### src/hdl/nicr_pkg.sv
// ----------------------------------------------------------------------------
// nicr_pkg
// Shared types and constants for the node id collision resolver: request and
// response structs, op and status codes, and the hash constants.
// ----------------------------------------------------------------------------
package nicr_pkg;

  localparam int unsigned TABLE_DEPTH_DEF = 64;
  localparam int unsigned MAX_PROBES_DEF  = 1024;

  localparam logic [31:0] HASH_MUL_1     = 32'h7feb_352d;
  localparam logic [31:0] HASH_MUL_2     = 32'h846c_a68b;
  localparam logic [31:0] PROBE_STEP     = 32'h9e37_79b9;
  localparam logic [31:0] CAND_MASK      = 32'h7fff_ffff;
  localparam logic [31:0] SEED_MUL_ADDR  = 32'd33;
  localparam logic [31:0] SEED_MUL_ID    = 32'd97;
  localparam logic [31:0] RESERVED_COUNT = 32'd4;
  localparam logic [31:0] BROADCAST_ID   = 32'hffff_ffff;

  typedef enum logic [1:0] {
    OP_CLEAR   = 2'd0,
    OP_ADD     = 2'd1,
    OP_RESOLVE = 2'd2,
    OP_NONE    = 2'd3
  } op_e;

  typedef enum logic [2:0] {
    ST_DERIVED    = 3'd0,
    ST_FALLBACK   = 3'd1,
    ST_EXHAUSTED  = 3'd2,
    ST_TABLE_DONE = 3'd3,
    ST_TABLE_FULL = 3'd4
  } status_e;

  typedef struct packed {
    op_e         op;
    logic [31:0] device_addr_low;
    logic [31:0] device_addr_high;
    logic [31:0] device_id_low;
    logic [31:0] device_id_high;
    logic [31:0] entry_node_id;
  } req_t;

  typedef struct packed {
    logic [31:0] node_id;
    logic [47:0] mac_address;
    status_e     status;
  } rsp_t;

endpackage

### src/hdl/node_id_collision_resolver_core.sv
// ----------------------------------------------------------------------------
// node_id_collision_resolver_core
// In-use node id table with clear, add and resolve requests. A resolve derives
// an id from the address words and, on a clash or a reserved id, probes hashed candidates.
// ----------------------------------------------------------------------------
//  channel   handshake                 payload        direction
//  request   in_valid_i / in_ready_o   in_req_i       into block
//  response  out_valid_o / out_ready_i out_rsp_o      out of block
//
//  clear, add and unused op: response lands in the output register at once
//  resolve: each table scan reads the used entries in turn (one ram read port,
//    pipelined compare); a probe adds the PROBE state and a hash run (HASH1,
//    HASH2, HASH3) through the shared multiplier; the seed adds SEED_A and
//    SEED_B ahead of its own hash run
//  reset clears the fill count but not the table; table contents stay undefined
//    and only entries below the fill count are ever compared, so there is no clearing pass
//  a stalled response holds in the output register; a finished resolve waits
//    in its emit state until the register is free
// ----------------------------------------------------------------------------
module node_id_collision_resolver_core #(
  parameter int unsigned TABLE_DEPTH = nicr_pkg::TABLE_DEPTH_DEF,
  parameter int unsigned MAX_PROBES  = nicr_pkg::MAX_PROBES_DEF
) (
  input  logic           clk_i,
  input  logic           rst_ni,
  input  logic           in_valid_i,
  output logic           in_ready_o,
  input  nicr_pkg::req_t in_req_i,
  output logic           out_valid_o,
  input  logic           out_ready_i,
  output nicr_pkg::rsp_t out_rsp_o
);

  // widths derived from the parameters
  localparam int unsigned CW = $clog2(TABLE_DEPTH + 1);
  localparam int unsigned AW = (TABLE_DEPTH > 1) ? $clog2(TABLE_DEPTH) : 1;
  localparam int unsigned PW = (MAX_PROBES > 1) ? $clog2(MAX_PROBES) : 1;

  typedef enum logic [3:0] {
    S_IDLE,
    S_SCAN,
    S_SEED_A,
    S_SEED_B,
    S_HASH1,
    S_HASH2,
    S_HASH3,
    S_PROBE,
    S_EMIT
  } state_e;

  state_e             state_q;
  logic [CW-1:0]      count_q;
  logic [CW-1:0]      idx_q;
  logic [PW-1:0]      k_q;
  logic               rd_v_q;
  logic [31:0]        rd_q;
  logic               fb_q;        // probing hashed candidates
  logic               seed_ph_q;   // hash run produces the seed
  logic [31:0]        acc_q;       // shared unit accumulator
  logic [31:0]        step_q;      // seed + k * probe step
  logic [31:0]        cand_q;      // id under test
  logic [31:0]        derived_q;
  logic [31:0]        a0_q;
  logic [31:0]        a1_q;
  logic [31:0]        d0_q;
  logic [31:0]        d1_q;
  nicr_pkg::status_e  res_st_q;
  logic [31:0]        res_id_q;
  logic               out_valid_q;
  nicr_pkg::rsp_t     out_q;

  // in-use table, one write and one registered read port
  logic [31:0]        mem [TABLE_DEPTH];

  logic               out_free;
  logic               out_load;
  logic               in_acc;
  logic               wr_en;
  logic [31:0]        derived_raw;
  logic [31:0]        derived;
  logic               derived_rsv;
  logic               hit;
  logic               scan_end;
  logic [31:0]        mul_x;
  logic [31:0]        mul_y;
  logic [31:0]        mul_p;
  logic [31:0]        hash_out;
  logic [31:0]        cand_raw;
  logic [31:0]        cand_fix;

  assign out_free    = !out_valid_q || out_ready_i;
  assign in_ready_o  = (state_q == S_IDLE) && out_free;
  assign in_acc      = in_valid_i && in_ready_o;
  assign wr_en       = in_acc && (in_req_i.op == nicr_pkg::OP_ADD)
                       && (count_q < CW'(TABLE_DEPTH));
  // a new response enters the output register this cycle
  assign out_load    = (in_acc && (in_req_i.op != nicr_pkg::OP_RESOLVE))
                       || ((state_q == S_EMIT) && out_free);
  assign out_valid_o = out_valid_q;
  assign out_rsp_o   = out_q;

  // derived id: byte swap of the address words, zero goes to one
  assign derived_raw = {in_req_i.device_addr_low[23:16], in_req_i.device_addr_low[31:24],
                        in_req_i.device_addr_high[7:0], in_req_i.device_addr_high[15:8]};
  assign derived     = (derived_raw == 32'd0) ? 32'd1 : derived_raw;
  assign derived_rsv = (derived < nicr_pkg::RESERVED_COUNT)
                       || (derived == nicr_pkg::BROADCAST_ID);

  // table scan: compare the entry read last cycle
  assign hit      = rd_v_q && (rd_q == cand_q);
  assign scan_end = (idx_q == count_q);

  // shared multiplier, operands picked by the sequencer
  always_comb begin
    unique case (state_q)
      S_SEED_A: begin
        mul_x = a1_q;
        mul_y = nicr_pkg::SEED_MUL_ADDR;
      end
      S_SEED_B: begin
        mul_x = d1_q;
        mul_y = nicr_pkg::SEED_MUL_ID;
      end
      S_HASH1: begin
        mul_x = acc_q ^ (acc_q >> 16);
        mul_y = nicr_pkg::HASH_MUL_1;
      end
      S_HASH2: begin
        mul_x = acc_q ^ (acc_q >> 15);
        mul_y = nicr_pkg::HASH_MUL_2;
      end
      default: begin
        mul_x = '0;
        mul_y = '0;
      end
    endcase
  end

  assign mul_p    = mul_x * mul_y;
  assign hash_out = acc_q ^ (acc_q >> 16);

  // candidate: 31 bits, values below the reserved range raised past it;
  // after the mask the broadcast id cannot occur
  assign cand_raw = hash_out & nicr_pkg::CAND_MASK;
  assign cand_fix = (cand_raw < nicr_pkg::RESERVED_COUNT)
                    ? (cand_raw + nicr_pkg::RESERVED_COUNT) : cand_raw;

  always_ff @(posedge clk_i) begin
    if (wr_en) begin
      mem[count_q[AW-1:0]] <= in_req_i.entry_node_id;
    end
    rd_q <= mem[idx_q[AW-1:0]];
  end

  always_ff @(posedge clk_i or negedge rst_ni) begin
    if (!rst_ni) begin
      state_q     <= S_IDLE;
      count_q     <= '0;
      idx_q       <= '0;
      k_q         <= '0;
      rd_v_q      <= 1'b0;
      fb_q        <= 1'b0;
      seed_ph_q   <= 1'b0;
      out_valid_q <= 1'b0;
    end else begin
      if (out_valid_q && out_ready_i && !out_load) begin
        out_valid_q <= 1'b0;
      end
      unique case (state_q)
        S_IDLE: begin
          if (in_acc) begin
            a0_q <= in_req_i.device_addr_low;
            a1_q <= in_req_i.device_addr_high;
            d0_q <= in_req_i.device_id_low;
            d1_q <= in_req_i.device_id_high;
            case (in_req_i.op)
              nicr_pkg::OP_RESOLVE: begin
                derived_q <= derived;
                cand_q    <= derived;
                idx_q     <= '0;
                rd_v_q    <= 1'b0;
                k_q       <= '0;
                fb_q      <= derived_rsv;
                state_q   <= derived_rsv ? S_SEED_A : S_SCAN;
              end
              default: begin
                out_valid_q       <= 1'b1;
                out_q.node_id     <= '0;
                out_q.mac_address <= '0;
                // an add that finds the table full is flagged
                out_q.status      <= (wr_en || (in_req_i.op != nicr_pkg::OP_ADD))
                                     ? nicr_pkg::ST_TABLE_DONE : nicr_pkg::ST_TABLE_FULL;
                if (in_req_i.op == nicr_pkg::OP_CLEAR) begin
                  count_q <= '0;
                end else if (wr_en) begin
                  count_q <= count_q + CW'(1);
                end
              end
            endcase
          end
        end
        S_SCAN: begin
          if (hit) begin
            rd_v_q <= 1'b0;
            if (!fb_q) begin
              // derived id in use, fall back to hashing
              fb_q    <= 1'b1;
              state_q <= S_SEED_A;
            end else if (k_q == PW'(MAX_PROBES - 1)) begin
              res_id_q <= derived_q;
              res_st_q <= nicr_pkg::ST_EXHAUSTED;
              state_q  <= S_EMIT;
            end else begin
              k_q     <= k_q + PW'(1);
              state_q <= S_PROBE;
            end
          end else if (scan_end) begin
            rd_v_q   <= 1'b0;
            res_id_q <= cand_q;
            res_st_q <= fb_q ? nicr_pkg::ST_FALLBACK : nicr_pkg::ST_DERIVED;
            state_q  <= S_EMIT;
          end else begin
            idx_q  <= idx_q + CW'(1);
            rd_v_q <= 1'b1;
          end
        end
        S_SEED_A: begin
          acc_q   <= mul_p;
          state_q <= S_SEED_B;
        end
        S_SEED_B: begin
          acc_q     <= acc_q ^ a0_q ^ d0_q ^ mul_p;
          seed_ph_q <= 1'b1;
          state_q   <= S_HASH1;
        end
        S_HASH1: begin
          acc_q   <= mul_p;
          state_q <= S_HASH2;
        end
        S_HASH2: begin
          acc_q   <= mul_p;
          state_q <= S_HASH3;
        end
        S_HASH3: begin
          if (seed_ph_q) begin
            // seed done, first probe uses seed itself
            step_q    <= hash_out;
            seed_ph_q <= 1'b0;
            state_q   <= S_PROBE;
          end else begin
            cand_q  <= cand_fix;
            idx_q   <= '0;
            rd_v_q  <= 1'b0;
            state_q <= S_SCAN;
          end
        end
        S_PROBE: begin
          acc_q   <= step_q;
          step_q  <= step_q + nicr_pkg::PROBE_STEP;
          state_q <= S_HASH1;
        end
        S_EMIT: begin
          if (out_free) begin
            out_valid_q       <= 1'b1;
            out_q.node_id     <= res_id_q;
            out_q.mac_address <= {a1_q[15:0], a0_q};
            out_q.status      <= res_st_q;
            state_q           <= S_IDLE;
          end
        end
        default: begin
          state_q <= S_IDLE;
        end
      endcase
    end
  end

`ifndef NO_ASSERTIONS
  // fill count never passes the table depth
  a_count_bound: assert property (@(posedge clk_i) disable iff (!rst_ni)
    count_q <= CW'(TABLE_DEPTH))
    else $error("fill count beyond table depth");

  // add to a full table answers table full on the next cycle
  a_full_add: assert property (@(posedge clk_i) disable iff (!rst_ni)
    (in_acc && (in_req_i.op == nicr_pkg::OP_ADD) && (count_q == CW'(TABLE_DEPTH)))
    |=> (out_valid_o && (out_rsp_o.status == nicr_pkg::ST_TABLE_FULL)))
    else $error("full-table add not flagged");

  // fallback ids are 31-bit and clear of the reserved range
  a_fallback_id: assert property (@(posedge clk_i) disable iff (!rst_ni)
    (out_valid_o && (out_rsp_o.status == nicr_pkg::ST_FALLBACK))
    |-> (!out_rsp_o.node_id[31] && (out_rsp_o.node_id >= nicr_pkg::RESERVED_COUNT)))
    else $error("fallback id out of range");
`endif

endmodule
### config.mk
export PLATFORM = sky130hd
export DESIGN_NAME = node_id_collision_resolver_core
export DESIGN_NICKNAME = d
export VERILOG_FILES = /design/src/hdl/nicr_pkg.sv /design/src/hdl/node_id_collision_resolver_core.sv
export SDC_FILE = /design/constraint.sdc
export NUM_CORES = 2
export LEC_CHECK = 0
export BUFFER_PORTS_ARGS = -buffer_cell sky130_fd_sc_hd__buf_2
export CAP_MARGIN = 20
export CORE_MARGIN = 2
export CORE_UTILIZATION = 63
export DETAILED_ROUTE_END_ITERATION = 16
export GPL_TIMING_DRIVEN = 0
export PLACE_DENSITY_LB_ADDON = 0.12
export REMOVE_ABC_BUFFERS = 1
export SLEW_MARGIN = 20
export SYNTH_ARGS = -nofsm -noshare
export SYNTH_HDL_FRONTEND = slang
export SYNTH_SLANG_ARGS = --single-unit
### constraint.sdc
create_clock -name clk_i -period 11.7 [get_ports clk_i]
set_input_delay 1.17 -clock clk_i [delete_from_list [all_inputs] [get_ports clk_i]]
set_output_delay 1.17 -clock clk_i [all_outputs]
set_load 0.05 [all_outputs]
Yosys cells after proc, flatten, opt, wreduce, memory -nomap -nowiden
Memories as Yosys holds them, arrays and structs flattened. A register that Yosys moved wholly into a read port is not among the register bits.
Cells that the tools add are included.

word-level totals
  flip-flop bits (word level) = 406
  latch bits = 0
  memory bits (writable) = 2048
  ROM bits = 0
  memories = 1

memories
  name  words  bits a word  rd ports  clocked after memory_dff  write ports  RTL line                               source
  mem   64     32           1         1                         1            node_id_collision_resolver_core.sv:73  logic [31:0] mem [TABLE_DEPTH];

cells by class
  add/sub/neg operators = 5
  $mul = 1
  div/mod/pow operators = 0
  order comparisons = 3
  equal/unequal tests = 30
  shifts and indexed selects = 0
  mux-type cells = 67
  bitwise logic cells = 6
  reduce and logical (&&, ||, !) cells = 42

operators by type and width
  operator                                              count
  2-to-1 mux 32 bit                                     10
  one-hot mux 32 bit (4 select lines)                   2
  2-to-1 mux 83 bit                                     3
  one-hot mux 83 bit (2 select lines)                   1
  one-hot mux 32 bit (2 select lines)                   2
  one-hot mux 32 bit (3 select lines)                   1
  XOR 32 bit                                            3
  2-to-1 mux 10 bit                                     5
  2-to-1 mux 7 bit                                      7
  adder 31 x 3 -> 32 bit (second input constant)        1
  adder 32 bit (second input constant)                  1
  == test 32 bit                                        1
  == test 32 bit (second input constant)                1
  logical NOT 32 bit                                    1
  < comparator 32 x 3 -> 1 bit (second input constant)  1
  multiplier 32 x 32 -> 32 bit                          1
  one-hot mux 4 bit (8 select lines)                    1
  XOR 32 x 16 -> 32 bit                                 1
  XOR 32 x 17 -> 32 bit                                 1
  < comparator 31 x 3 -> 1 bit (second input constant)  1
  2-to-1 mux 4 bit                                      7
  != test 2 bit (second input constant)                 12
  one-hot mux 7 bit (3 select lines)                    1
  one-hot mux 10 bit (2 select lines)                   1
  33 further kinds                                      88

Depth between registers and ports, before layout
  depth after elaboration = 12
  depth in mapped cells = 34

Least setup slack after synthesis
No wires, ideal clock.

  path type = reg-to-reg
  start = reg state_q[3]
  end = reg acc_q[29], data pin
  setup time = 0.263 ns
  data arrival time = 8.158 ns
  data required time = 11.437 ns
  setup slack = 3.279 ns
  cell stages (with the launch flop) = 33
  buffers on the path = 4
  cell sequence = dfrtp_1 -> buf_6 -> or4b_4 -> buf_6 -> clkbuf_1 -> o21ai_0 -> a211o_1 -> and2_1 -> fa_1 -> fa_1 -> fa_1 -> inv_1 -> fa_1 -> inv_1 -> fa_1 -> inv_1 -> fa_1 -> inv_1 -> fa_1 -> inv_1 -> fa_1 -> inv_1 -> ha_1 -> clkbuf_1 -> a21oi_1 -> o21ai_0 -> o41ai_1 -> o31a_1 -> a21oi_1 -> o21a_1 -> or3_1 -> a32oi_1 -> nand3b_1

between the ends
  longest elaborated chain between the ends = 5

ends and longest elaborated chain
  element                                                           RTL line                                                                        source
  start: declaration                                                node_id_collision_resolver_core.sv:51                                           state_e state_q;
  start signal: assignment                                          node_id_collision_resolver_core.sv:184                                          state_q <= derived_rsv ? S_SEED_A : S_SCAN;
  == test 4 x 3 -> 1 bit or == test 4 x 2 -> 1 bit (tied branches)  node_id_collision_resolver_core.sv:115, node_id_collision_resolver_core.sv:169
  one-hot mux 32 bit (4 select lines)                               node_id_collision_resolver_core.sv:115                                          unique case (state_q)
  multiplier 32 x 32 -> 32 bit                                      node_id_collision_resolver_core.sv:139                                          assign mul_p = mul_x * mul_y;
  XOR 32 bit                                                        node_id_collision_resolver_core.sv:232                                          acc_q <= acc_q ^ a0_q ^ d0_q ^ mul_p;
  one-hot mux 32 bit (3 select lines) *                             node_id_collision_resolver_core.sv:169                                          unique case (state_q)
  end signal: assignment                                            node_id_collision_resolver_core.sv:232
  end signal: assignment                                            node_id_collision_resolver_core.sv:237                                          acc_q <= mul_p;
  end signal: assignment                                            node_id_collision_resolver_core.sv:241                                          acc_q <= mul_p;
  end: declaration                                                  node_id_collision_resolver_core.sv:59                                           logic [31:0] acc_q;

Mark *: on every way between the ends. The rest lies on a longest branch, timed or not.
A chain may end at the register's enable or synchronous reset.

Worst setup path after layout
  start = reg state_q[2]
  end = reg acc_q[25], data pin

The elaborated chain is that of the path after synthesis.

==> results.json <==
{
  "dieArea_mm2": 0.177,
  "cap_violations": 0,
  "cts_max_path_buffers": 3,
  "syn_avg_cell_area_um2": 18.9,
  "drc": 0,
  "yosysWarnings": 0,
  "clk_latency_ns": 0.90,
  "register_area_mm2": 0.0742,
  "synthToLayoutAreaGrowth_pct": 14.6,
  "cts_buffers": 235,
  "dpl.cell_count": 8255,
  "viasPerCell": 6.63,
  "cts.sinks": 2485,
  "layout_setup_ws_ns": 1.19,
  "core-area_mm2": 0.172,
  "hold_buffers": 0,
  "drive_gt1_share_pct": 25.1,
  "grt_max_degree": 69,
  "worst_clock_skew_ns": 0.0832,
  "postRouteAntennaNets": 0,
  "tightest_slew_ns": 1.19,
  "rr_startpoint": "state_q[2]",
  "cts_tree": "yes",
  "ys_seq_area_share_pct": 68.0,
  "finalCriticalPeriod_ns": 10.51,
  "hold_class": "input pin to asynchronous set/reset pin",
  "path_clk_slew_ns": 0.08,
  "yosys.area.top_type_share_pct": 66.6,
  "die-width_um": 420,
  "nFillCells": 9973,
  "required_ns": 12.31,
  "synth_area_mm2": 0.109,
  "dr.pass1.iters": 8,
  "hold_viol": 0,
  "fin_nets": 6849,
  "utilization_pct": 72.7,
  "status": "completed",
  "instances_no_fill": 8707,
  "worst_setup_path_end_kind": "register",
  "io_buffers": 250,
  "routedWlPerCell_um": 34.7,
  "cts-root-buf": "clkbuf_16",
  "yosys.cell_types.count": 80,
  "largest_register_ffs": 2048,
  "finalPower_w": 0.0241,
  "fmax_ghz": 0.0952,
  "grt_pass1_wl_um": 428000,
  "pre_cts_ws_ns": 1.46,
  "num_rows": 152,
  "post_cts_buffers": 0,
  "rsz0062_at_grt": "false",
  "synth_edf_count": 2421,
  "gp_congestion": 0.970,
  "p_per_area_mw_per_mm2": 193,
  "ctsHtreeMaxLevel": 4,
  "critPathMaxFanout": 22,
  "cp.arrival_ns": 11.12,
  "syn_inst": 5787,
  "grt_use_total_pct": 34.9,
  "slew_violations": 0,
  "finalSetupViolCount": 0,
  "wl_um": 302000,
  "multi_input_area_mm2": 0.0326,
  "crit_path_start": "state_q[2]",
  "synthTopCellsByCount": "2,421 x edfxtp_1, 672 x mux4_2, 486 x inv_1",
  "ys_ff_latch": 2485,
  "synth_area_leaders": "edfxtp_1 67%, mux4_2 14%, fa_1 5.9%, ha_1 2.0%, inv_1 1.7%",
  "critical_path_class": "register to register",
  "ys_async_sr_fraction_pct": 1.29,
  "boundaryPins": 251,
  "grt_pass1_vias": 58982,
  "die_h_um": 420,
  "p_leak_nw": 43.5,
  "synth.most_common_cell": "edfxtp_1",
  "slew_headroom_pct": 20.8,
  "peakVddDrop_v": 0.000185,
  "overflow": 0,
  "num_vias": 57730,
  "worst_setup_path_start_kind": "register",
  "period_share_pct": 89.8,
  "hpwlAfterDp_um": 195000,
  "fin_tns_setup_ns": 0,
  "cts_resized": 0,
  "drtIter0Drc": 7595,
  "start_util_pct": 63.5,
  "yosysTopAreaCell": "edfxtp_1",
  "ys_dominant_reg_cell": "edfxtp_1",
  "antenna_found_initial": 27
}
metrics by stage:
step | hold WS, ns | area [um2]
final | 0.449 | 125000
after global routing | 0.429 | 125000
after CTS | 0.412 | 125000
after detailed placement | 0.477 | 117000
after global placement | 0.469 | 112000
after floorplan | 0.444 | 108000
logic make-up (layout without fill, tap and decap cells):
| logic type | after synthesis | in the layout | synth area share (%) |
|---|---|---|---|
| DFF | 2485 | 2485 | 68.0 |
| and+or+nand+nor | 783 | 783 | 3.49 |
| muxes | 709 | 709 | 14.2 |
| other | 0 | 11 | 0 |
| AOI/OAI and AO/OA | 302 | 302 | 1.80 |
| buffers and inverters | 779 | 1378 | 2.70 |
| xor gates and xnor gates | 233 | 233 | 1.92 |
| adders and majority gates | 496 | 496 | 7.89 |
critical path, stage by stage (launching register included):
cell and delay, ns:
dfrtp_1 1.07, nand4bb_1 1.08, o22ai_1 1.11, fa_1 0.64
fa_1 0.56, fa_1 0.58, inv_1 0.07, fa_1 0.48
inv_1 0.05, fa_1 0.50, inv_1 0.05, fa_1 0.53
inv_1 0.05, fa_1 0.47, inv_1 0.05, fa_1 0.47
inv_1 0.04, ha_1 0.38, a21oi_1 0.17, o21ai_0 0.15
o41ai_1 0.46, a21boi_0 0.23, o21ai_0 0.29, nor3b_1 0.46
nor3_1 0.09, nand4bb_1 0.20
layout by cell type, fill, tap and decap left out, types with 42 or more instances in the layout:
master and instances:
edfxtp_1 2421, mux4_2 672, inv_1 486, fa_1 320, buf_2 241, clkbuf_16 236, nand2_1 205, ha_1 176
nor2_1 170, xnor2_1 133, xor2_1 96, a21oi_1 94, buf_16 94, and3_1 91, buf_12 76, o21ai_0 70
nor2_4 68, and2_1 57, clkbuf_1 52, clkinv_2 46, clkinv_1 42
layer usage:
metal / vias up / track usage, % / wire (um)
met3: 770 / 7.90 / 31100
met4: 18 / 14.9 / 15200
li1: 23195 / - / -
met2: 3724 / 57.2 / 150000
met5: - / 0 / 121
met1: 30023 / 45.5 / 106000
path summary, 6_finish.rpt:
kind | slack (ns) | end | cells after the start
setup / recovery | 1.19 | acc_q[25] | 25
min in group clk_i | 0.46 | d0_q[21] | 1
max in group asynchronous | 10.52 | idx_q[2] | 1
setup reg to reg | 1.19 | acc_q[25] | 25
hold / removal | 0.45 | count_q[5] | 1
hold reg to reg | 0.49 | k_q[6] | 1
power by group:
group / switching (W) / internal [W]
Clock: 0.00338 / 0.00431
Sequential: 0.000296 / 0.0101
Combinational: 0.00320 / 0.00285
final cells by class:
type	count	share of cell area (%)
sequential	2485	59.3
timing repair buffer	455	4.55
inverter	487	1.46
antenna	11	0.0220
multi-input combinational	2523	26.1
tap	2310	2.31
clock inverter	137	1.20
clock buffer	299	5.00
No activity file was read; power rests on OpenSTA's default activity.
